===== config.mk =====
export PLATFORM = sky130hd
export DESIGN_NAME = vdc_ctrl
export DESIGN_NICKNAME = d
export VERILOG_FILES = /design/src/rtl/core/vdc_pkg.sv /design/src/rtl/core/vdc_ctrl.sv
export SDC_FILE = /design/constraint.sdc
export NUM_CORES = 1
export LEC_CHECK = 0
export ABC_AREA = 1
export BUFFER_PORTS_ARGS = -buffer_cell sky130_fd_sc_hd__buf_2
export CORE_AREA = 2 2 39 41
export DETAILED_ROUTE_END_ITERATION = 10
export DIE_AREA = 0 0 41 43
export GPL_TIMING_DRIVEN = 0
export SYNTH_ARGS = -nofsm -noshare
export SYNTH_HDL_FRONTEND = slang
export SYNTH_SLANG_ARGS = --single-unit

===== constraint.sdc =====
create_clock -name i_clk -period 1.8 [get_ports i_clk]
set_clock_uncertainty 0.2 [all_clocks]
set_input_delay 0.54 -clock i_clk [delete_from_list [all_inputs] [get_ports i_clk]]
set_output_delay 0.54 -clock i_clk [all_outputs]
set_load 0.02 [all_outputs]

===== src/rtl/core/vdc_pkg.sv =====
// shared types and constants for the vertex dedup chain table
package vdc_pkg;

    localparam int TABLE_DEPTH = 1024;
    localparam int IDX_W       = $clog2(TABLE_DEPTH);
    localparam int CNT_W       = IDX_W + 1;
    localparam int COMP_N      = 8;
    localparam int COMP_W      = 32;
    localparam int TOL_W       = 16;

    localparam logic [TOL_W-1:0] TOL_RESET = 16'd7;
    localparam logic [CNT_W-1:0] NO_LINK   = CNT_W'(TABLE_DEPTH);
    localparam logic             REG_TOL   = 1'b0;

    typedef logic [COMP_N-1:0][COMP_W-1:0] t_vert;

    typedef enum logic [1:0] {
        OC_PLACED   = 2'd0,
        OC_MATCHED  = 2'd1,
        OC_APPENDED = 2'd2
    } t_outcome;

    typedef enum logic [2:0] {
        ST_CLEAR,
        ST_IDLE,
        ST_LOOKUP,
        ST_CHECK,
        ST_APP,
        ST_APP_CHK,
        ST_LINK
    } t_state;

    typedef struct packed {
        logic     load;
        logic     clr_step;
        logic     rd_occ;
        logic     place;
        logic     advance;
        logic     end_walk;
        logic     app_write;
        logic     link;
        logic     emit;
        t_outcome outcome;
        logic     full;
    } t_cmd;

    typedef struct packed {
        logic clr_last;
        logic slot_valid;
        logic first;
        logic match;
        logic can_step;
        logic full;
    } t_sts;

endpackage


===== src/rtl/core/vdc_ctrl.sv =====
// sequencer for clearing, chain walk, append and link
module vdc_ctrl
    import vdc_pkg::*;
(
    input  logic i_clk,
    input  logic i_rst_n,
    input  logic i_start,
    input  t_sts i_sts,
    output t_cmd o_cmd,
    output logic o_busy
);

    t_state r_state, n_state;

    always_ff @(posedge i_clk) begin
        if (!i_rst_n) begin
            r_state <= ST_CLEAR;
        end else begin
            r_state <= n_state;
        end
    end

    always_comb begin
        n_state = r_state;
        unique case (r_state)
            ST_CLEAR: begin
                if (i_sts.clr_last) n_state = ST_IDLE;
            end
            ST_IDLE: begin
                if (i_start) n_state = ST_LOOKUP;
            end
            ST_LOOKUP: n_state = ST_CHECK;
            ST_CHECK: begin
                priority if (!i_sts.slot_valid && i_sts.first) n_state = ST_IDLE;
                else if (!i_sts.slot_valid) n_state = ST_APP;
                else if (i_sts.match) n_state = ST_IDLE;
                else if (i_sts.can_step) n_state = ST_LOOKUP;
                else n_state = ST_APP;
            end
            ST_APP: begin
                n_state = i_sts.full ? ST_IDLE : ST_APP_CHK;
            end
            ST_APP_CHK: n_state = ST_LINK;
            ST_LINK: n_state = ST_IDLE;
            default: n_state = ST_IDLE;
        endcase
    end

    always_comb begin
        o_cmd = '0;
        o_cmd.outcome = OC_PLACED;
        unique case (r_state)
            ST_CLEAR: o_cmd.clr_step = 1'b1;
            ST_IDLE: o_cmd.load = i_start;
            ST_LOOKUP: ;
            ST_CHECK: begin
                priority if (!i_sts.slot_valid && i_sts.first) begin
                    o_cmd.place   = 1'b1;
                    o_cmd.emit    = 1'b1;
                    o_cmd.outcome = OC_PLACED;
                end else if (!i_sts.slot_valid) begin
                    o_cmd.end_walk = 1'b1;
                end else if (i_sts.match) begin
                    o_cmd.emit    = 1'b1;
                    o_cmd.outcome = OC_MATCHED;
                end else if (i_sts.can_step) begin
                    o_cmd.advance = 1'b1;
                end else begin
                    o_cmd.end_walk = 1'b1;
                end
            end
            ST_APP: begin
                o_cmd.rd_occ = 1'b1;
                if (i_sts.full) begin
                    o_cmd.emit    = 1'b1;
                    o_cmd.outcome = OC_APPENDED;
                    o_cmd.full    = 1'b1;
                end
            end
            ST_APP_CHK: begin
                o_cmd.rd_occ    = 1'b1;
                o_cmd.app_write = 1'b1;
            end
            ST_LINK: begin
                o_cmd.link    = 1'b1;
                o_cmd.emit    = 1'b1;
                o_cmd.outcome = OC_APPENDED;
            end
            default: ;
        endcase
    end

    assign o_busy = (r_state != ST_IDLE);

endmodule


==> results.md <==
- Status: complete, but fails checks
- Violated checks: setup timing
- Antenna diode count: 0
- FF-to-FF path depth: 7
- Slew @ Worst Pin: 0.187 ns
- Avg Vias per Cell: 4.11
- Die X: 41 um
- R2R Setup Slk: 0.55 ns
- Peak VDD IR: 0.000371 V
- Placer Congestion: between 0.7 and 0.8
- Kind of end point of the critical path: output pin
- Critical Path Start Type: primary input
- Class of the worst hold path: in -> reg
- Per-cell routed wire length: 8.29 um
- Placed cell areas: 425 um^2
- Avg Cell Area, Syn: 4.96 um^2
- Drt pass-1 iters: 4
- Worst Setup Slack, final: -0.0839 ns
- Critical R2R Capture: r_state[2]
- RSZ-0062 raised after global routing: true
- Die Ht: 43 um
- Initial antenna violation count: 0
- Maxcap violations: 0
- Min-Delay Path Depth: 3
- Crit path kind: in -> out
- Final hold violation count: 0
- Fill cell count: 161
- Worst-path clk slew: ~0.030 ns
- CTS Buffer Depth: 2
- Nets: 97
- Die area: approximately 0.0018 mm^2
- Drt first-iter violations: 4
- P&R area growth vs syn: 94.5%
- Port Buffers: 21
- Tcrit/Tclk final: 105%
- DP HPWL: 653 um
- Most flops, register: r_state
- Worst hold slack: 0.342 ns
- Final setup viols: 8
- Initial Util: ~22%
- Largest net degree at the start of global routing: 9
- Share of layout cells above drive strength 1: 59.8%
- LEAKAGE: 0.328 nW
- PD cells: 548 mW/mm^2
- CTS Buf Count: 3
- I/O pin cnt: 22
- Dpl ws: -0.104 ns
- CTS tree: yes
- First-pass GRT wire length: 1290 um
- Worst skew pair latency: 0.23 ns
- Largest registers: r_state: 3 flops
- Via count: 423
- CORE AREA: 0.00138 mm^2
- CP required: 1.06 ns
- Post-route minimum period: around 1.9 ns
- Area leader, netlist: dfxtp_1
- Grt ovf: 0
- FF+latch count, synth: 3
- Routed Antenna Nets: 0
- CTS Root Buffer Type: clkbuf_4
- Clk sinks: 3
- Syn Inst Count: 60
- Hold Crit Start: i_rst_n
- Syn. warnings: 0
- Standard-cell rows: 14
- Hold Path Sink: r_state[0]
- Post-synth top area share: 20.2%
- Syn Nets: between 60 and 70
- Detailed Route WL: 854 um
- Largest register FFs: 3
- Sequential element share of the synthesized area: 20.2%
- Remaining DRCs: 0
- Peak Freq: 531 MHz
- Largest fanout on the critical path: 4
- Tot GR Track Use: 11.0%
- Max Slew Vio Count: 0
- Worst r2r src: r_state[0]
- Library cells used by synthesis: 12
- H-Tree Depth: 1
- Critical Path AT: approximately 1.1 ns
- Top cells by area, synth: dfxtp_1, nand2_1, nor2_1
- Slew Limit Headroom: 87.5%
- Final Cell Area: 579 um^2
- Post-Synthesis Cell Area: roughly 300 um^2
- Number of global-route vias before repair: 350
==> cell usage after synthesis <==
| library cell | instances |
|---|---|
| nor2_1 | 13 |
| dfxtp_1 | 3 |
| a21oi_1 | 2 |
| nand2_2 | 2 |
| nor3_1 | 1 |
| nand2_1 | 16 |
| nor2_2 | 2 |
| inv_2 | 1 |
| o21ai_0 | 2 |
| nand3_1 | 5 |
| buf_2 | 1 |
| inv_1 | 12 |
==> report_power, final <==
part	leakage [nW]	internal, W	switching (W)
logic	0.287	0.0000489	0.0000624
clock network	0.0150	0.0000832	0.0000363
registers	0.0264	0.0000730	0.0000139
==> final cells by class <==
class / instances / area, um^2 / area share, %
Inverter: 13 / 51.3 / 8.86
Multi-Input combinational cell: 43 / 234 / 40.4
Timing Repair Buffer: 24 / 179 / 30.9
Tap cell: 16 / 20.0 / 3.46
Clock buffer: 4 / 26.3 / 4.54
Sequential cell: 3 / 68.8 / 11.9
==> through the flow <==
| stage | util, % | cells | total power (W) | setup TNS, ns |
|---|---|---|---|---|
| 2_1_floorplan | - | 60 | 0.000140 | 0 |
| 3_3_place_gp | 30.7 | 97 | 0.000169 | -0.192 |
| 3_5_place_dp | 30.7 | 97 | 0.000169 | -0.190 |
| 4_1_cts | 39.4 | 103 | 0.000314 | -0.452 |
| 5_1_grt | 41.9 | 103 | 0.000348 | -1.08 |
| 6_report | 41.9 | 103 | 0.000318 | -0.315 |
==> what timing repair did <==
action | 4_1_cts | 5_1_grt
hold buffers | 0 | 0
setup buffers | 2 | 1
gates resized for setup | 30 | 15
endpoints found under the setup margin | 12 | 13
pin swaps | 3 | 4
==> logic make-up (layout without fill, tap and decap cells) <==
group                  count (synthesis)  after routing  share of synthesized area [%]
AOI/OAI and AO/OA                      4              4                           6.72
DFF                                    3              3                           20.2
buffers and inverters                 14             41                           18.1
and+or+nand+nor                       39             39                           55.0
==> worst max-delay path, stage by stage <==
cell and delay, ns:
buf_2 0.13, inv_2 0.05, nand2_2 0.07, nand2_2 0.07, nand2_2 0.05, o21ai_1 0.07
buf_4 0.15
==> metal layers <==
metal	track usage [%]	part of all wire, %	vias to the layer above
met5	0	0	-
met2	18.1	52	16
li1	-	-	231
met3	6.28	10	0
met1	11.9	38	176
met4	2.00	0	0
==> how the worst max path moves through the flow <==
stage / from / to / slack (ns) / cells after the start
floorplan: i_sts[0] / o_cmd[3] / 0.0009 / 2
global placement: i_sts[4] / o_cmd[3] / -0.10 / 7
detailed placement: i_sts[4] / o_cmd[3] / -0.10 / 7
CTS: r_state[1] / o_cmd[8] / -0.09 / 5
global route: i_sts[4] / o_cmd[3] / -0.14 / 7
finish: i_sts[4] / o_cmd[3] / -0.08 / 7
==> placed cells by master (no fill, tap or decap) <==
master and instances:
nor3_1 1, dfxtp_4 2, inv_2 5, inv_1 7, nand2_2 7, nor2_1 9, buf_6 7, buf_4 6
buf_2 11, nand3_2 2, nand3_1 3, dfxtp_2 1, inv_4 1, nand2_4 1, o21ai_1 2, clkbuf_1 1
nand2_1 10, nor2_2 4, nor2_4 2, a21oi_1 2, clkbuf_4 3
(Power assumes the default switching activity.)
